## config.mk

```make
export PLATFORM = sky130hd
export DESIGN_NAME = nearest_point_table_unit_flat
export DESIGN_NICKNAME = d
export VERILOG_FILES = /design/src/rtl/npt_pkg.sv /design/src/rtl/npt_in_if.sv /design/src/rtl/npt_out_if.sv /design/src/rtl/nearest_point_table_unit.sv /design/src/rtl/npt_ctrl.sv /design/src/rtl/npt_dp.sv /design/src/flat_wrapper.sv
export SDC_FILE = /design/constraint.sdc
export NUM_CORES = 2
export LEC_CHECK = 0
export BUFFER_PORTS_ARGS = -buffer_cell sky130_fd_sc_hd__buf_2
export CAP_MARGIN = 10
export CORE_ASPECT_RATIO = 1.5
export CORE_MARGIN = 1
export CORE_UTILIZATION = 30
export CTS_CLUSTER_DIAMETER = 50
export CTS_CLUSTER_SIZE = 8
export DETAILED_ROUTE_END_ITERATION = 6
export GPL_TIMING_DRIVEN = 0
export PLACE_DENSITY = 0.57
export SETUP_SLACK_MARGIN = 0.15
export SLEW_MARGIN = 25
export SYNTH_ARGS = -nofsm -noshare
export SYNTH_HDL_FRONTEND = slang
export SYNTH_SLANG_ARGS = --single-unit
```

## constraint.sdc

```tcl
create_clock -name i_clk -period 8.9 [get_ports i_clk]
set_clock_uncertainty 0.15 [all_clocks]
set_input_delay 1.78 -clock i_clk [delete_from_list [all_inputs] [get_ports i_clk]]
set_output_delay 1.78 -clock i_clk [all_outputs]
set_load 0.05 [all_outputs]
```

## src/rtl/npt_pkg.sv

```systemverilog
// ----------------------------------------------------------------------------
// npt_pkg
// Shared types, codes and constants of the nearest point table unit.
// ----------------------------------------------------------------------------
package npt_pkg;

    // default parameter values
    localparam int MAX_POINTS_DEF = 16;
    localparam int COORD_BITS_DEF = 16;
    localparam int DIST_SHIFT_DEF = 4;

    // fixed field widths
    localparam int FUNC_BITS   = 3;
    localparam int FIELD_BITS  = 16;
    localparam int INDEX_BITS  = 4;
    localparam int STATUS_BITS = 2;
    localparam int DIST_BITS   = 25;
    localparam int COUNT_BITS  = 5;
    localparam int TAKEN_BITS  = 8;

    localparam logic [TAKEN_BITS-1:0] TAKEN_MAX = 8'd255;

    // operation codes
    localparam logic [FUNC_BITS-1:0] FUNC_FIND   = 3'd0;
    localparam logic [FUNC_BITS-1:0] FUNC_REMOVE = 3'd1;
    localparam logic [FUNC_BITS-1:0] FUNC_TAKE   = 3'd2;
    localparam logic [FUNC_BITS-1:0] FUNC_APPEND = 3'd3;
    localparam logic [FUNC_BITS-1:0] FUNC_REINIT = 3'd4;

    // result status codes
    localparam logic [STATUS_BITS-1:0] STATUS_OK    = 2'd0;
    localparam logic [STATUS_BITS-1:0] STATUS_EMPTY = 2'd1;
    localparam logic [STATUS_BITS-1:0] STATUS_BAD   = 2'd2;

    // configuration register indexes
    localparam int CFG_INDEX_BITS = 1;
    localparam logic [CFG_INDEX_BITS-1:0] CFG_FALLBACK_X = 1'd0;
    localparam logic [CFG_INDEX_BITS-1:0] CFG_FALLBACK_Y = 1'd1;

    localparam logic signed [FIELD_BITS-1:0] FALLBACK_X_RST = 16'sd0;
    localparam logic signed [FIELD_BITS-1:0] FALLBACK_Y_RST = 16'sd100;

    // built-in positions
    localparam int BUILTIN_COUNT = 12;
    localparam logic signed [FIELD_BITS-1:0] BUILTIN_X [BUILTIN_COUNT] = '{
        -16'sd60, -16'sd30, 16'sd30, 16'sd60, -16'sd45, -16'sd15,
        16'sd15, 16'sd45, -16'sd60, -16'sd30, 16'sd30, 16'sd60
    };
    localparam logic signed [FIELD_BITS-1:0] BUILTIN_Y [BUILTIN_COUNT] = '{
        16'sd95, 16'sd95, 16'sd95, 16'sd95, 16'sd120, 16'sd120,
        16'sd120, 16'sd120, 16'sd145, 16'sd145, 16'sd145, 16'sd145
    };

    // table read address select
    localparam logic [1:0] RD_SCAN = 2'd0;
    localparam logic [1:0] RD_IDX  = 2'd1;
    localparam logic [1:0] RD_LAST = 2'd2;

    // table write select
    localparam logic [1:0] WR_LOAD   = 2'd0;
    localparam logic [1:0] WR_IDX    = 2'd1;
    localparam logic [1:0] WR_LAST   = 2'd2;
    localparam logic [1:0] WR_APPEND = 2'd3;

    // result select
    localparam logic [2:0] RES_ZERO     = 3'd0;
    localparam logic [2:0] RES_FALLBACK = 3'd1;
    localparam logic [2:0] RES_BAD      = 3'd2;
    localparam logic [2:0] RES_FIND     = 3'd3;
    localparam logic [2:0] RES_SWAP     = 3'd4;
    localparam logic [2:0] RES_APPEND   = 3'd5;

    // controller to datapath commands
    typedef struct packed {
        logic       cap_in;
        logic [1:0] rd_sel;
        logic       hold_cap;
        logic       scan_clear;
        logic       scan_step;
        logic       wr_en;
        logic [1:0] wr_sel;
        logic       ld_write;
        logic       res_load;
        logic [2:0] res_sel;
        logic       push;
    } t_dp_cmd;

    // datapath to controller status
    typedef struct packed {
        logic [FUNC_BITS-1:0] func;
        logic                 empty;
        logic                 full;
        logic                 idx_ok;
        logic                 scan_last;
        logic                 pipe_busy;
        logic                 ld_last;
        logic                 out_blocked;
    } t_dp_status;

endpackage

```

## src/rtl/npt_in_if.sv

```systemverilog
// ----------------------------------------------------------------------------
// npt_in_if
// Command word channel into the nearest point table unit.
// ----------------------------------------------------------------------------
interface npt_in_if;
    logic               valid;
    logic               ready;
    logic [2:0]         func;
    logic signed [15:0] query_x;
    logic signed [15:0] query_y;
    logic [3:0]         entry_index;
    logic signed [15:0] new_x;
    logic signed [15:0] new_y;

    modport source (
        output valid, func, query_x, query_y, entry_index, new_x, new_y,
        input  ready
    );
    modport sink (
        input  valid, func, query_x, query_y, entry_index, new_x, new_y,
        output ready
    );
endinterface

```

## src/rtl/npt_out_if.sv

```systemverilog
// ----------------------------------------------------------------------------
// npt_out_if
// Result word channel out of the nearest point table unit.
// ----------------------------------------------------------------------------
interface npt_out_if;
    logic               valid;
    logic               ready;
    logic [1:0]         status;
    logic [3:0]         found_index;
    logic signed [15:0] found_x;
    logic signed [15:0] found_y;
    logic [24:0]        best_distance;
    logic [4:0]         live_count;
    logic [7:0]         taken_count;

    modport source (
        output valid, status, found_index, found_x, found_y, best_distance,
               live_count, taken_count,
        input  ready
    );
    modport sink (
        input  valid, status, found_index, found_x, found_y, best_distance,
               live_count, taken_count,
        output ready
    );
endinterface

```

## src/rtl/nearest_point_table_unit.sv

```systemverilog
// Find: one slot per cycle over the live slots, then the distance pipeline drains.
// Remove/take: two reads, then two writes on the point memory port.
// Append: the new point is written at decode. Reinitialise: one built-in point per cycle.
// One word in flight; the next is accepted once the controller is idle again.
// Reset: synchronous; a load of the built-in points follows, with no input taken.
// ----------------------------------------------------------------------------
// nearest_point_table_unit
// Table of signed 2-D points with nearest search, swap removal, append and
// reload of built-in positions.
// ----------------------------------------------------------------------------
module nearest_point_table_unit
    import npt_pkg::*;
#(
    parameter int MAX_POINTS = MAX_POINTS_DEF,
    parameter int COORD_BITS = COORD_BITS_DEF,
    parameter int DIST_SHIFT = DIST_SHIFT_DEF
) (
    input  logic                         i_clk,
    input  logic                         i_rst_n,
    npt_in_if.sink                       i_in,
    npt_out_if.source                    o_out,
    input  logic                         i_cfg_we,
    input  logic [CFG_INDEX_BITS-1:0]    i_cfg_index,
    input  logic signed [FIELD_BITS-1:0] i_cfg_data
);

    t_dp_cmd    w_cmd;
    t_dp_status w_st;
    logic       w_in_ready;

    assign i_in.ready = w_in_ready;

    // sequencer
    npt_ctrl u_ctrl (
        .i_clk      (i_clk),
        .i_rst_n    (i_rst_n),
        .i_in_valid (i_in.valid),
        .o_in_ready (w_in_ready),
        .i_st       (w_st),
        .o_cmd      (w_cmd)
    );

    // datapath
    npt_dp #(
        .MAX_POINTS (MAX_POINTS),
        .COORD_BITS (COORD_BITS),
        .DIST_SHIFT (DIST_SHIFT)
    ) u_dp (
        .i_clk           (i_clk),
        .i_rst_n         (i_rst_n),
        .i_cmd           (w_cmd),
        .o_st            (w_st),
        .i_func          (i_in.func),
        .i_query_x       (i_in.query_x),
        .i_query_y       (i_in.query_y),
        .i_entry_index   (i_in.entry_index),
        .i_new_x         (i_in.new_x),
        .i_new_y         (i_in.new_y),
        .i_cfg_we        (i_cfg_we),
        .i_cfg_index     (i_cfg_index),
        .i_cfg_data      (i_cfg_data),
        .i_out_ready     (o_out.ready),
        .o_out_valid     (o_out.valid),
        .o_status        (o_out.status),
        .o_found_index   (o_out.found_index),
        .o_found_x       (o_out.found_x),
        .o_found_y       (o_out.found_y),
        .o_best_distance (o_out.best_distance),
        .o_live_count    (o_out.live_count),
        .o_taken_count   (o_out.taken_count)
    );

endmodule

```

## src/rtl/npt_ctrl.sv

```systemverilog
// ----------------------------------------------------------------------------
// npt_ctrl
// Sequencer of the nearest point table: decodes one command word at a time
// and steps the datapath through scan, swap, append and load sequences.
// ----------------------------------------------------------------------------
module npt_ctrl
    import npt_pkg::*;
(
    input  logic       i_clk,
    input  logic       i_rst_n,
    input  logic       i_in_valid,
    output logic       o_in_ready,
    input  t_dp_status i_st,
    output t_dp_cmd    o_cmd
);

    localparam logic [3:0] S_IDLE   = 4'd0;
    localparam logic [3:0] S_DECODE = 4'd1;
    localparam logic [3:0] S_SCAN   = 4'd2;
    localparam logic [3:0] S_DRAIN  = 4'd3;
    localparam logic [3:0] S_SWAP_A = 4'd4;
    localparam logic [3:0] S_SWAP_B = 4'd5;
    localparam logic [3:0] S_SWAP_C = 4'd6;
    localparam logic [3:0] S_SWAP_D = 4'd7;
    localparam logic [3:0] S_LOAD   = 4'd8;
    localparam logic [3:0] S_DONE   = 4'd9;

    logic [3:0] r_state;
    logic [3:0] n_state;
    logic       r_reply;
    logic       n_reply;

    // state and load reply flag
    always_ff @(posedge i_clk) begin
        if (!i_rst_n) begin
            r_state <= S_LOAD;
            r_reply <= 1'b0;
        end else begin
            r_state <= n_state;
            r_reply <= n_reply;
        end
    end

    assign o_in_ready = (r_state == S_IDLE);

    // next state and commands
    always_comb begin
        n_state = r_state;
        n_reply = r_reply;
        o_cmd   = '0;
        unique case (r_state)
            S_IDLE: begin
                if (i_in_valid) begin
                    o_cmd.cap_in = 1'b1;
                    n_state      = S_DECODE;
                end
            end
            S_DECODE: begin
                unique case (i_st.func)
                    FUNC_FIND: begin
                        if (i_st.empty) begin
                            o_cmd.res_load = 1'b1;
                            o_cmd.res_sel  = RES_FALLBACK;
                            n_state        = S_DONE;
                        end else begin
                            o_cmd.scan_clear = 1'b1;
                            n_state          = S_SCAN;
                        end
                    end
                    FUNC_REMOVE, FUNC_TAKE: begin
                        if (i_st.idx_ok) begin
                            n_state = S_SWAP_A;
                        end else begin
                            o_cmd.res_load = 1'b1;
                            o_cmd.res_sel  = RES_BAD;
                            n_state        = S_DONE;
                        end
                    end
                    FUNC_APPEND: begin
                        o_cmd.res_load = 1'b1;
                        if (i_st.full) begin
                            o_cmd.res_sel = RES_BAD;
                        end else begin
                            o_cmd.res_sel = RES_APPEND;
                            o_cmd.wr_en   = 1'b1;
                            o_cmd.wr_sel  = WR_APPEND;
                        end
                        n_state = S_DONE;
                    end
                    FUNC_REINIT: begin
                        o_cmd.res_load = 1'b1;
                        o_cmd.res_sel  = RES_ZERO;
                        n_reply        = 1'b1;
                        n_state        = S_LOAD;
                    end
                    default: begin
                        o_cmd.res_load = 1'b1;
                        o_cmd.res_sel  = RES_ZERO;
                        n_state        = S_DONE;
                    end
                endcase
            end
            S_SCAN: begin
                o_cmd.rd_sel    = RD_SCAN;
                o_cmd.scan_step = 1'b1;
                if (i_st.scan_last) begin
                    n_state = S_DRAIN;
                end
            end
            S_DRAIN: begin
                if (!i_st.pipe_busy) begin
                    o_cmd.res_load = 1'b1;
                    o_cmd.res_sel  = RES_FIND;
                    n_state        = S_DONE;
                end
            end
            S_SWAP_A: begin
                o_cmd.rd_sel = RD_IDX;
                n_state      = S_SWAP_B;
            end
            S_SWAP_B: begin
                o_cmd.rd_sel   = RD_LAST;
                o_cmd.hold_cap = 1'b1;
                n_state        = S_SWAP_C;
            end
            S_SWAP_C: begin
                o_cmd.wr_en  = 1'b1;
                o_cmd.wr_sel = WR_IDX;
                n_state      = S_SWAP_D;
            end
            S_SWAP_D: begin
                o_cmd.wr_en    = 1'b1;
                o_cmd.wr_sel   = WR_LAST;
                o_cmd.res_load = 1'b1;
                o_cmd.res_sel  = RES_SWAP;
                n_state        = S_DONE;
            end
            S_LOAD: begin
                o_cmd.wr_en    = 1'b1;
                o_cmd.wr_sel   = WR_LOAD;
                o_cmd.ld_write = 1'b1;
                if (i_st.ld_last) begin
                    n_reply = 1'b0;
                    n_state = r_reply ? S_DONE : S_IDLE;
                end
            end
            S_DONE: begin
                if (!i_st.out_blocked) begin
                    o_cmd.push = 1'b1;
                    n_state    = S_IDLE;
                end
            end
            default: begin
                n_state = S_IDLE;
            end
        endcase
    end

endmodule

```

## src/rtl/npt_dp.sv

```systemverilog
// ----------------------------------------------------------------------------
// npt_dp
// Datapath of the nearest point table: point memory, counters, distance
// pipeline with best tracking, result and output registers.
// ----------------------------------------------------------------------------
module npt_dp
    import npt_pkg::*;
#(
    parameter int MAX_POINTS = MAX_POINTS_DEF,
    parameter int COORD_BITS = COORD_BITS_DEF,
    parameter int DIST_SHIFT = DIST_SHIFT_DEF
) (
    input  logic                          i_clk,
    input  logic                          i_rst_n,
    input  t_dp_cmd                       i_cmd,
    output t_dp_status                    o_st,
    input  logic [FUNC_BITS-1:0]          i_func,
    input  logic signed [FIELD_BITS-1:0]  i_query_x,
    input  logic signed [FIELD_BITS-1:0]  i_query_y,
    input  logic [INDEX_BITS-1:0]         i_entry_index,
    input  logic signed [FIELD_BITS-1:0]  i_new_x,
    input  logic signed [FIELD_BITS-1:0]  i_new_y,
    input  logic                          i_cfg_we,
    input  logic [CFG_INDEX_BITS-1:0]     i_cfg_index,
    input  logic signed [FIELD_BITS-1:0]  i_cfg_data,
    input  logic                          i_out_ready,
    output logic                          o_out_valid,
    output logic [STATUS_BITS-1:0]        o_status,
    output logic [INDEX_BITS-1:0]         o_found_index,
    output logic signed [FIELD_BITS-1:0]  o_found_x,
    output logic signed [FIELD_BITS-1:0]  o_found_y,
    output logic [DIST_BITS-1:0]          o_best_distance,
    output logic [COUNT_BITS-1:0]         o_live_count,
    output logic [TAKEN_BITS-1:0]         o_taken_count
);

    localparam int CB    = COORD_BITS;
    localparam int IW    = $clog2(MAX_POINTS);
    localparam int CW    = $clog2(MAX_POINTS + 1);
    localparam int MW    = (CB > DIST_SHIFT) ? (CB - DIST_SHIFT) : 1;
    localparam int DW    = 2 * MW + 1;
    localparam int DEXT  = (DW > DIST_BITS) ? DW : DIST_BITS;
    localparam int NLOAD = (BUILTIN_COUNT < MAX_POINTS) ? BUILTIN_COUNT : MAX_POINTS;
    localparam int LW    = $clog2(NLOAD);

    // field to coordinate, sign-extended or truncated
    function automatic logic signed [CB-1:0] f_coord(input logic signed [FIELD_BITS-1:0] v);
        logic signed [31:0] e;
        e = 32'(v);
        return e[CB-1:0];
    endfunction

    // coordinate back to a 16-bit field
    function automatic logic signed [FIELD_BITS-1:0] f_field(input logic signed [CB-1:0] c);
        logic signed [31:0] e;
        e = 32'(c);
        return e[FIELD_BITS-1:0];
    endfunction

    // captured command word
    logic [FUNC_BITS-1:0]  r_func;
    logic signed [CB-1:0]  r_qx, r_qy, r_nx, r_ny;
    logic [INDEX_BITS-1:0] r_idx;

    always_ff @(posedge i_clk) begin
        if (i_cmd.cap_in) begin
            r_func <= i_func;
            r_qx   <= f_coord(i_query_x);
            r_qy   <= f_coord(i_query_y);
            r_idx  <= i_entry_index;
            r_nx   <= f_coord(i_new_x);
            r_ny   <= f_coord(i_new_y);
        end
    end

    // fallback registers
    logic signed [CB-1:0] r_fb_x, r_fb_y;

    always_ff @(posedge i_clk) begin
        if (!i_rst_n) begin
            r_fb_x <= f_coord(FALLBACK_X_RST);
            r_fb_y <= f_coord(FALLBACK_Y_RST);
        end else if (i_cfg_we) begin
            if (i_cfg_index == CFG_FALLBACK_X) begin
                r_fb_x <= f_coord(i_cfg_data);
            end
            if (i_cfg_index == CFG_FALLBACK_Y) begin
                r_fb_y <= f_coord(i_cfg_data);
            end
        end
    end

    // counters
    logic [CW-1:0]         r_count;
    logic [TAKEN_BITS-1:0] r_taken;
    logic [LW-1:0]         r_ld_cnt;
    logic [CW-1:0]         r_scan_cnt;
    logic                  w_ld_last;
    logic [CW-1:0]         w_last_cnt;
    logic [CW-1:0]         w_scan_next;

    assign w_ld_last   = (r_ld_cnt == LW'(NLOAD - 1));
    assign w_last_cnt  = r_count - CW'(1);
    assign w_scan_next = r_scan_cnt + CW'(1);

    always_ff @(posedge i_clk) begin
        if (!i_rst_n) begin
            r_count    <= CW'(NLOAD);
            r_taken    <= '0;
            r_ld_cnt   <= '0;
            r_scan_cnt <= '0;
        end else begin
            if (i_cmd.ld_write) begin
                if (w_ld_last) begin
                    r_ld_cnt <= '0;
                    r_count  <= CW'(NLOAD);
                    r_taken  <= '0;
                end else begin
                    r_ld_cnt <= r_ld_cnt + LW'(1);
                end
            end
            if (i_cmd.wr_en && i_cmd.wr_sel == WR_APPEND) begin
                r_count <= r_count + CW'(1);
            end
            if (i_cmd.wr_en && i_cmd.wr_sel == WR_LAST) begin
                r_count <= w_last_cnt;
                if (r_func == FUNC_TAKE && r_taken != TAKEN_MAX) begin
                    r_taken <= r_taken + TAKEN_BITS'(1);
                end
            end
            if (i_cmd.scan_clear) begin
                r_scan_cnt <= '0;
            end else if (i_cmd.scan_step) begin
                r_scan_cnt <= w_scan_next;
            end
        end
    end

    // table addresses
    logic [31:0]   w_idx32, w_ld32;
    logic [IW-1:0] w_idx_addr, w_ld_addr, w_last_addr, w_app_addr;

    assign w_idx32     = 32'(r_idx);
    assign w_ld32      = 32'(r_ld_cnt);
    assign w_idx_addr  = w_idx32[IW-1:0];
    assign w_ld_addr   = w_ld32[IW-1:0];
    assign w_last_addr = w_last_cnt[IW-1:0];
    assign w_app_addr  = r_count[IW-1:0];

    logic [IW-1:0]        w_rd_addr, w_wr_addr;
    logic signed [CB-1:0] w_wr_x, w_wr_y;
    logic signed [CB-1:0] r_rd_x, r_rd_y;
    logic signed [CB-1:0] r_hold_x, r_hold_y;

    // read address select
    always_comb begin
        unique case (i_cmd.rd_sel)
            RD_SCAN: w_rd_addr = r_scan_cnt[IW-1:0];
            RD_IDX:  w_rd_addr = w_idx_addr;
            RD_LAST: w_rd_addr = w_last_addr;
            default: w_rd_addr = r_scan_cnt[IW-1:0];
        endcase
    end

    // write address and data select
    always_comb begin
        unique case (i_cmd.wr_sel)
            WR_LOAD: begin
                w_wr_addr = w_ld_addr;
                w_wr_x    = f_coord(BUILTIN_X[r_ld_cnt]);
                w_wr_y    = f_coord(BUILTIN_Y[r_ld_cnt]);
            end
            WR_IDX: begin
                w_wr_addr = w_idx_addr;
                w_wr_x    = r_rd_x;
                w_wr_y    = r_rd_y;
            end
            WR_LAST: begin
                w_wr_addr = w_last_addr;
                w_wr_x    = r_hold_x;
                w_wr_y    = r_hold_y;
            end
            WR_APPEND: begin
                w_wr_addr = w_app_addr;
                w_wr_x    = r_nx;
                w_wr_y    = r_ny;
            end
        endcase
    end

    // point memory, registered read
    logic signed [CB-1:0] r_mem_x [MAX_POINTS];
    logic signed [CB-1:0] r_mem_y [MAX_POINTS];

    always_ff @(posedge i_clk) begin
        r_rd_x <= r_mem_x[w_rd_addr];
        r_rd_y <= r_mem_y[w_rd_addr];
        if (i_cmd.wr_en) begin
            r_mem_x[w_wr_addr] <= w_wr_x;
            r_mem_y[w_wr_addr] <= w_wr_y;
        end
    end

    // hold the point leaving its slot during a swap
    always_ff @(posedge i_clk) begin
        if (i_cmd.hold_cap) begin
            r_hold_x <= r_rd_x;
            r_hold_y <= r_rd_y;
        end
    end

    // distance pipeline: read, magnitude, square, sum and compare
    logic                 r_pa_v, r_pb_v, r_pc_v;
    logic [IW-1:0]        r_pa_idx, r_pb_idx, r_pc_idx, r_best_idx;
    logic signed [CB-1:0] r_pb_x, r_pb_y, r_pc_x, r_pc_y, r_best_x, r_best_y;
    logic [MW-1:0]        r_pb_mx, r_pb_my;
    logic [2*MW-1:0]      r_pc_sx, r_pc_sy;
    logic [DW-1:0]        r_best_dist;

    logic signed [CB:0] w_dx, w_dy;
    logic [CB:0]        w_ax, w_ay;
    logic [CB-1:0]      w_shx, w_shy;
    logic [DW-1:0]      w_sum;

    // truncation toward zero is a shift of the magnitude
    always_comb begin
        w_dx  = (CB+1)'(r_qx) - (CB+1)'(r_rd_x);
        w_dy  = (CB+1)'(r_qy) - (CB+1)'(r_rd_y);
        w_ax  = w_dx[CB] ? $unsigned(-w_dx) : $unsigned(w_dx);
        w_ay  = w_dy[CB] ? $unsigned(-w_dy) : $unsigned(w_dy);
        w_shx = w_ax[CB-1:0] >> DIST_SHIFT;
        w_shy = w_ay[CB-1:0] >> DIST_SHIFT;
        w_sum = DW'(r_pc_sx) + DW'(r_pc_sy);
    end

    always_ff @(posedge i_clk) begin
        if (!i_rst_n) begin
            r_pa_v <= 1'b0;
            r_pb_v <= 1'b0;
            r_pc_v <= 1'b0;
        end else begin
            r_pa_v <= i_cmd.scan_step;
            r_pb_v <= r_pa_v;
            r_pc_v <= r_pb_v;
        end
    end

    always_ff @(posedge i_clk) begin
        r_pa_idx <= r_scan_cnt[IW-1:0];
        r_pb_idx <= r_pa_idx;
        r_pb_x   <= r_rd_x;
        r_pb_y   <= r_rd_y;
        r_pb_mx  <= w_shx[MW-1:0];
        r_pb_my  <= w_shy[MW-1:0];
        r_pc_idx <= r_pb_idx;
        r_pc_x   <= r_pb_x;
        r_pc_y   <= r_pb_y;
        r_pc_sx  <= r_pb_mx * r_pb_mx;
        r_pc_sy  <= r_pb_my * r_pb_my;
        // first slot always taken, later ones only when strictly nearer
        if (r_pc_v && (r_pc_idx == '0 || w_sum < r_best_dist)) begin
            r_best_idx  <= r_pc_idx;
            r_best_x    <= r_pc_x;
            r_best_y    <= r_pc_y;
            r_best_dist <= w_sum;
        end
    end

    // result register
    logic [STATUS_BITS-1:0] r_res_status;
    logic [INDEX_BITS-1:0]  r_res_idx;
    logic signed [CB-1:0]   r_res_x, r_res_y;
    logic [DW-1:0]          r_res_dist;
    logic [31:0]            w_best32, w_app32;

    assign w_best32 = 32'(r_best_idx);
    assign w_app32  = 32'(r_count);

    always_ff @(posedge i_clk) begin
        if (i_cmd.res_load) begin
            r_res_status <= STATUS_OK;
            r_res_idx    <= '0;
            r_res_x      <= '0;
            r_res_y      <= '0;
            r_res_dist   <= '0;
            unique case (i_cmd.res_sel)
                RES_ZERO: begin
                end
                RES_FALLBACK: begin
                    r_res_status <= STATUS_EMPTY;
                    r_res_x      <= r_fb_x;
                    r_res_y      <= r_fb_y;
                end
                RES_BAD: begin
                    r_res_status <= STATUS_BAD;
                end
                RES_FIND: begin
                    r_res_idx  <= w_best32[INDEX_BITS-1:0];
                    r_res_x    <= r_best_x;
                    r_res_y    <= r_best_y;
                    r_res_dist <= r_best_dist;
                end
                RES_SWAP: begin
                    r_res_idx <= r_idx;
                    r_res_x   <= r_hold_x;
                    r_res_y   <= r_hold_y;
                end
                RES_APPEND: begin
                    r_res_idx <= w_app32[INDEX_BITS-1:0];
                    r_res_x   <= r_nx;
                    r_res_y   <= r_ny;
                end
                default: begin
                end
            endcase
        end
    end

    // output register
    logic [DEXT-1:0] w_dist_ext;
    logic [31:0]     w_cnt32;

    assign w_dist_ext = DEXT'(r_res_dist);
    assign w_cnt32    = 32'(r_count);

    always_ff @(posedge i_clk) begin
        if (!i_rst_n) begin
            o_out_valid <= 1'b0;
        end else if (i_cmd.push) begin
            o_out_valid <= 1'b1;
        end else if (i_out_ready) begin
            o_out_valid <= 1'b0;
        end
    end

    always_ff @(posedge i_clk) begin
        if (i_cmd.push) begin
            o_status        <= r_res_status;
            o_found_index   <= r_res_idx;
            o_found_x       <= f_field(r_res_x);
            o_found_y       <= f_field(r_res_y);
            o_best_distance <= w_dist_ext[DIST_BITS-1:0];
            o_live_count    <= w_cnt32[COUNT_BITS-1:0];
            o_taken_count   <= r_taken;
        end
    end

    // status to the controller
    always_comb begin
        o_st.func        = r_func;
        o_st.empty       = (r_count == '0);
        o_st.full        = (r_count == CW'(MAX_POINTS));
        o_st.idx_ok      = (w_idx32 < w_cnt32);
        o_st.scan_last   = (w_scan_next == r_count);
        o_st.pipe_busy   = r_pa_v | r_pb_v | r_pc_v;
        o_st.ld_last     = w_ld_last;
        o_st.out_blocked = o_out_valid & ~i_out_ready;
    end

endmodule

```

## src/flat_wrapper.sv

```systemverilog
// flat-port wrapper written by rule: the top's interface ports become plain ports
module nearest_point_table_unit_flat import npt_pkg::*;
#(
    parameter int MAX_POINTS = MAX_POINTS_DEF,
    parameter int COORD_BITS = COORD_BITS_DEF,
    parameter int DIST_SHIFT = DIST_SHIFT_DEF
)
  (i_clk, i_rst_n, i_cfg_we, i_cfg_index, i_cfg_data, i_in_valid, i_in_func, i_in_query_x, i_in_query_y, i_in_entry_index, i_in_new_x, i_in_new_y, i_in_ready, o_out_valid, o_out_status, o_out_found_index, o_out_found_x, o_out_found_y, o_out_best_distance, o_out_live_count, o_out_taken_count, o_out_ready);
  npt_in_if i_in_i ();
  npt_out_if o_out_i ();
  input  logic i_clk;
  input  logic i_rst_n;
  input  logic i_cfg_we;
  input  logic [CFG_INDEX_BITS-1:0] i_cfg_index;
  input  logic signed [FIELD_BITS-1:0] i_cfg_data;
  input wire logic [$bits(i_in_i.valid)-1:0] i_in_valid;
  input wire logic [$bits(i_in_i.func)-1:0] i_in_func;
  input wire logic [$bits(i_in_i.query_x)-1:0] i_in_query_x;
  input wire logic [$bits(i_in_i.query_y)-1:0] i_in_query_y;
  input wire logic [$bits(i_in_i.entry_index)-1:0] i_in_entry_index;
  input wire logic [$bits(i_in_i.new_x)-1:0] i_in_new_x;
  input wire logic [$bits(i_in_i.new_y)-1:0] i_in_new_y;
  output wire logic [$bits(i_in_i.ready)-1:0] i_in_ready;
  output wire logic [$bits(o_out_i.valid)-1:0] o_out_valid;
  output wire logic [$bits(o_out_i.status)-1:0] o_out_status;
  output wire logic [$bits(o_out_i.found_index)-1:0] o_out_found_index;
  output wire logic [$bits(o_out_i.found_x)-1:0] o_out_found_x;
  output wire logic [$bits(o_out_i.found_y)-1:0] o_out_found_y;
  output wire logic [$bits(o_out_i.best_distance)-1:0] o_out_best_distance;
  output wire logic [$bits(o_out_i.live_count)-1:0] o_out_live_count;
  output wire logic [$bits(o_out_i.taken_count)-1:0] o_out_taken_count;
  input wire logic [$bits(o_out_i.ready)-1:0] o_out_ready;
  assign i_in_i.valid = i_in_valid;
  assign i_in_i.func = i_in_func;
  assign i_in_i.query_x = i_in_query_x;
  assign i_in_i.query_y = i_in_query_y;
  assign i_in_i.entry_index = i_in_entry_index;
  assign i_in_i.new_x = i_in_new_x;
  assign i_in_i.new_y = i_in_new_y;
  assign i_in_ready = i_in_i.ready;
  assign o_out_valid = o_out_i.valid;
  assign o_out_status = o_out_i.status;
  assign o_out_found_index = o_out_i.found_index;
  assign o_out_found_x = o_out_i.found_x;
  assign o_out_found_y = o_out_i.found_y;
  assign o_out_best_distance = o_out_i.best_distance;
  assign o_out_live_count = o_out_i.live_count;
  assign o_out_taken_count = o_out_i.taken_count;
  assign o_out_i.ready = o_out_ready;
  nearest_point_table_unit #(.MAX_POINTS(MAX_POINTS), .COORD_BITS(COORD_BITS), .DIST_SHIFT(DIST_SHIFT)) u_core (.i_clk(i_clk), .i_rst_n(i_rst_n), .i_in(i_in_i), .o_out(o_out_i), .i_cfg_we(i_cfg_we), .i_cfg_index(i_cfg_index), .i_cfg_data(i_cfg_data));
endmodule
```

# Word level (Yosys, flattened, before mapping)
# Memories as Yosys holds them, arrays and structs flattened. A register that Yosys moved wholly into a read port is not among the register bits.
# Cells that the tools add are included.
classes:
  mul: 2
  magnitude_cmp: 3
  bitwise: 7
  addsub: 10
  n_eq_ne: 33
  n_mux: 60
  n_reduce_logical: 21
ops:
  columns: ["cell", "n"]
  rows:
  - ["$pmux W16 S4", 4]
  - ["$mux W16", 6]
  - ["$mul A12 B12 Y24", 2]
  - ["$mux W4", 12]
  - ["$pmux W4 S3", 4]
  - ["$pmux W4 S10", 1]
  - ["$sub A16 B16 Y17", 2]
  - ["$mux W8", 4]
  - ["$neg A16 Y16", 2]
  - ["$add A24 B24 Y25", 1]
  - ["$lt A25 B25 Y1", 1]
  - ["$mux W5", 4]
  - ["$eq A4 B3 Y1 const B", 4]
  - ["$mux W1", 16]
  - ["$pmux W4 S4", 1]
  - ["$eq A3 B2 Y1 const B", 4]
  - ["$eq A4 B4 Y1 const B", 3]
  - ["$pmux W3 S4", 1]
  - ["$add A5 B1 Y5 const B", 2]
  - ["$ne A2 B2 Y1 const B", 5]
  - ["$eq A3 B3 Y1 const B", 3]
  - ["$mux W3", 3]
  - ["$add A8 B1 Y8 const B", 1]
  - ["$eq A4 B2 Y1 const B", 2]
  - ["other kinds (31)", 48]
totals:
  input_bits: 93
  elab_cells: 187
  register_bits: 514
  ramBits: 512
  memories: 4
  output_inout_bits: 78
  rom_bits: 512
memory_table:
  columns: ["memory", "depth", "width", "rd", "rd_ports_with_merged_regs", "write_ports", "line", "text"]
  rows:
  - ["(name not given)", 16, 16, 1, 0, 0, "npt_dp.sv:171", "w_wr_y = f_coord(BUILTIN_Y[r_ld_cnt]);"]
  - ["(name not given)", 16, 16, 1, 0, 0, "npt_dp.sv:170", "w_wr_x = f_coord(BUILTIN_X[r_ld_cnt]);"]
  - ["u_core.u_dp.r_mem_x", 16, 16, 1, 1, 1, "npt_dp.sv:192", "logic signed [CB-1:0] r_mem_x [MAX_POINTS];"]
  - ["u_core.u_dp.r_mem_y", 16, 16, 1, 1, 1, "npt_dp.sv:193", "logic signed [CB-1:0] r_mem_y [MAX_POINTS];"]

# Longest topological paths before layout
depth:
  word_depth: 8
  ltp_mapped: 23
  mapped_depth_nobuf: 22

# Cells and area by module
# Synthesis repeated with hierarchy kept, for this count alone.
unflattened:
  cells_unflattened: 3465
  hier_area_um2: 48572.8
modules_own_cells:
  columns: ["module", "cells_per_inst", "area_per_inst_um2", "instances", "seq_area_each_um2"]
  rows:
  - ["npt_dp", 3372, 47937.2, 1, 29198.0]
  - ["npt_ctrl", 93, 635.6, 1, 100.1]

# Worst setup path after synthesis
# No wires, ideal clock.
synth_path:
  path_type: "register to register"
  startpoint: "register u_core.u_dp.r_pc_sx[3]"
  endpoint: "register u_core.u_dp.r_best_dist[0] (enable)"
  setup_time_ps: 564
  period_less_slack_ps: 8617
  n_path_buf: 0
  slack_ps: 283
  arrival_ps: 7903
  path_stages_with_launch: 17
  required_time_ps: 8186
  cell_sequence: "dfxtp_1 -> ha_1 -> a21oi_1 -> o21bai_1 -> a211oi_1 -> o32ai_1 -> nand3_1 -> a2111o_1 -> o21ai_1 -> xor2_1 -> ha_1 -> a21o_1 -> a21o_1 -> a21oi_1 -> o21ai_0 -> or4_1 -> o21ai_0"
synth_between:
  elab_chain_len: 4
synth_lines:
  columns: ["item", "line", "text"]
  rows:
  - ["start: declaration", "npt_dp.sv:217", "logic [2*MW-1:0] r_pc_sx, r_pc_sy;"]
  - ["start signal: assignment", "npt_dp.sv:258", "r_pc_sx <= r_pb_mx * r_pb_mx;"]
  - ["$add A24 B24 Y25", "npt_dp.sv:233", "w_sum = DW'(r_pc_sx) + DW'(r_pc_sy);"]
  - ["named net u_core.u_dp.w_sum[22]", "npt_dp.sv:223", "logic [DW-1:0] w_sum;"]
  - ["$lt A25 B25 Y1", "npt_dp.sv:261", "if (r_pc_v && (r_pc_idx == '0 || w_sum < r_best_dist)) begin"]
  - ["$logic_or A1 B1 Y1", "npt_dp.sv:261", null]
  - ["$logic_and A1 B1 Y1", "npt_dp.sv:261", null]
  - ["end signal: assignment", "npt_dp.sv:265", "r_best_dist <= w_sum;"]
  - ["end: declaration", "npt_dp.sv:218", "logic [DW-1:0] r_best_dist;"]
# The timed path passes the listed nets, and every way through them passes these cells.
# A chain may end at the register's enable or synchronous reset.

# Final worst setup path
layout_path:
  startpoint: "register u_core.u_dp.r_pb_my[7]"
  endpoint: "register u_core.u_dp.r_pc_sy[23]"
layout_between:
  elab_chain_len: 1
layout_lines:
  columns: ["item", "line", "text"]
  rows:
  - ["start: declaration", "npt_dp.sv:216", "logic [MW-1:0] r_pb_mx, r_pb_my;"]
  - ["start signal: assignment", "npt_dp.sv:254", "r_pb_my <= w_shy[MW-1:0];"]
  - ["$mul A12 B12 Y24", "npt_dp.sv:259", "r_pc_sy <= r_pb_my * r_pb_my;"]
  - ["end signal: assignment", "npt_dp.sv:259", null]
  - ["end: declaration", "npt_dp.sv:217", null]
# Every way passes these cells.

==> impl_metrics.yaml <==
worst_setup_path:
  cp_slowest_stage_delay_ns: 0.52
  r2r-end: "u_core.u_dp.r_pc_sy[23]"
  critPathKind: "reg2reg"
  startpoint_type: "flop"
  startpoint: "u_core.u_dp.r_pb_my[7]"
  crit_family: "adder cells"
  critical_path_depth: 21
  r2r_slack_ns: 2.49
  crit_fanout: 10
  required_ns: 9.41
  reg2regPathDepth: 21
  arrival_ns: 6.92
  path_cells: "clkbuf_1 -> nand2_1 -> inv_1 -> fa_1 -> fa_1 -> inv_1 -> fa_1 -> inv_1 -> fa_1 -> inv_1 -> fa_1 -> inv_1 -> ha_1 -> a2111oi_0 -> o21ai_0 -> nand4_1 -> a221oi_1 -> or3_1 -> a31o_2 -> a21oi_1 -> xor2_1"
  slowest_stage: "fa_1"
  cp-endpoint: "u_core.u_dp.r_pc_sy[23]"
  critPathBufInv: 6
  cp-end-kind: "flop"
  r2r_start: "u_core.u_dp.r_pb_my[7]"
timing:
  final-setup-viol-count: 0
  period_needed_ns: 6.41
  hold_violations: 0
  rsz0062_at_grt: "false"
  final.period_utilization_pct: 72.0
  tightest_slew_ns: 1.03
  relSlewSlack_pct: 31.1
  fmax_mhz: 156
  drv_slew: 0
job:
  drv_cap: 0
clock_tree:
  ctsResizeCount: 0
  clockRootBuffer: "clkbuf_16"
  clkTransAtPathRegs_ns: 0.05
  post-cts-setup-buffer-count: 0
  clockBufferDepth: 3
  cts_inserted_buffers: 159
  cts_num_sinks: 1056
  cts_hold_buf: 0
  insertion_delay_ns: 0.78
  cts_tree: "done"
  h-tree-depth: 4
placement:
  hpwlAfterDp_mm: 98.3
  port_buffers: 170
  gp_congestion: 0.878
cells_and_area:
  drive_gt1_share_pct: 15.9
  area_growth_pct: 19.7
  final_common_cell: "edfxtp_1"
  final_cell_mix: "edfxtp_1, inv_1, nand2_1"
  finalNetCount: 4264
  finish.utilization_pct: 36.2
global_routing:
  antenna_found_initial: 9
  track_usage_pct: 16.0
  grt_pass1_vias: 29800
  globalRoute.totalOverflow: 0
  grt_first_pass_wirelength_mm: 189
  grt_max_degree: 35
route:
  highest_layer: "met5"
  dr.first_iter.drc_count: 2393
  drt-total-wl_mm: 130
  ant_nets: 0
  vias_per_cell: 4.83
  wl_met1_mm: 53.4
  met3_length_mm: 8.22
  avgRoutedWirePerCell_um: 21.6
  wl_met2_mm: 63.6
  drc_errors: 36
  dr.pass1.iters: 7
  vias: 29000
yosys:
  synthArstFlopShare_pct: 0
  yosys.cell_types.count: 83
  synth-main-ff-cell: "edfxtp_1"
  avgSynthCellArea_um2: 14.0
  synth-edff-count: 815
  syn_area_um2: 48100
  ys_ff_latch: 1056
  ys_seq_area_share_pct: 61.0
  yosysWarnings: 0
  synth_nets: 3881
  syn_inst: 3422
run_status:
  status: "finished, violations left"
  violations: "design-rule violations"
worst_hold_path:
  hold_class: "reg2reg"
floorplanning:
  ios: 171
  dieArea_um2: 162000
  rows: 179
  die_w_um: 329
  coreArea_um2: 159000
  initial_core_util_pct: 30.3
  die_y_um: 492
-- logic make-up (layout without fill, tap and decap cells) --
kind of cell | after synthesis | count (layout) | share of synthesized area, %
adder cells (fa/ha/maj) | 366 | 366 | 12.0
multiplexers | 136 | 136 | 6.18
buffers and inverters | 485 | 989 | 3.86
AND/OR/NAND/NOR | 759 | 759 | 7.85
AO/OA/AOI/OAI | 506 | 506 | 7.07
other | 0 | 4 | 0
flip-flops | 1056 | 1056 | 61.0
XOR/XNOR | 114 | 114 | 2.08
-- metal layers --
metal / vias to the layer above / global-route usage [%]
met5: - / 0
met4: 4 / 6.35
met3: 228 / 2.93
met2: 966 / 26.9
met1: 14600 / 20.2
li1: 13200 / -
-- layout make-up --
type | count | area, um2
diodes | 4 | 10.0
repair buffers | 222 | 1810
clock inverters | 30 | 437
flip-flops and latches | 1056 | 29300
clock buffers | 252 | 4370
inverters | 361 | 1360
plain buffers | 124 | 500
well taps | 2081 | 2600
fillers | 15000 | 101000
multi-input cells | 1881 | 17100
-- worst min-delay path by stage --
stage                                          to                     from  slack, ns  cells after the start
after floorplan           u_core.u_dp.r_pb_idx[0]  u_core.u_dp.r_pa_idx[0]       0.16                      0
after global placement      u_core.u_dp.r_pc_y[1]    u_core.u_dp.r_pb_y[1]       0.16                      0
after detailed placement  u_core.u_dp.r_pb_idx[2]  u_core.u_dp.r_pa_idx[2]       0.16                      0
after CTS                   u_core.u_dp.r_pc_y[2]    u_core.u_dp.r_pb_y[2]       0.16                      0
after global routing       u_core.u_dp.r_pc_y[15]   u_core.u_dp.r_pb_y[15]       0.17                      0
final                       u_core.u_dp.r_pc_y[8]    u_core.u_dp.r_pb_y[8]       0.16                      0
-- Yosys cell counts, drive strengths merged, types with 17 or more instances --
master | count | area share (%)
fa | 158 | 6.6
nor3 | 33 | 0.37
xnor2 | 78 | 1.4
a22o | 21 | 0.38
o21ai | 88 | 0.92
nor2b | 35 | 0.46
clkbuf | 104 | 0.81
and3 | 20 | 0.26
a211oi | 44 | 0.69
nand2b | 21 | 0.27
xor2 | 36 | 0.66
and2 | 154 | 2.0
buf | 20 | 0.23
edfxtp | 815 | 51
ha | 208 | 5.4
mux4 | 128 | 6.0
a21o | 28 | 0.44
inv | 360 | 2.8
a31oi | 46 | 0.60
nand2 | 285 | 2.2
dfxtp | 241 | 10
a221o | 25 | 0.52
nand3 | 29 | 0.30
nor2 | 112 | 0.88
or3 | 17 | 0.22
a21oi | 132 | 1.4
o21a | 21 | 0.33
-- worst reg2reg max path, delay by kind of cell (launching register included) --
kind            cells  cell delay (ns)
fa+ha+maj           6             2.76
compound gates      5             1.19
simple gates        3             0.81
buf+inv             6             0.80
flops               1             0.41
xor+xnor            1             0.21
-- sequential cells by signal, indices dropped and copies added (netlist names), 23 cells and up --
register and cells:
u_core.u_dp.r_mem_x 256, u_core.u_dp.r_pc_sy 23, u_core.u_dp.r_mem_y 256, u_core.u_dp.o_best_distance 25, u_core.u_dp.r_best_dist 25, u_core.u_dp.r_res_dist 25
u_core.u_dp.r_pc_sx 23
-- through the flow --
stage                     std cells  hold slack (ns)  cell area [um2]  TNS, ns  worst slack [ns]
after floorplan                3422            0.160            48100        0             0.283
after global placement         5673            0.160            51500  -249.47             -3.69
after detailed placement       5725            0.162            52700        0              2.53
after CTS                      6007            0.155            57500        0              2.49
after global routing           6007            0.174            57500        0              2.16
final                          6011            0.162            57500        0              2.49
Power is left out: the tool's default activity adds up to more than one toggle a clock period on the data nets, which glitch-free logic cannot reach.
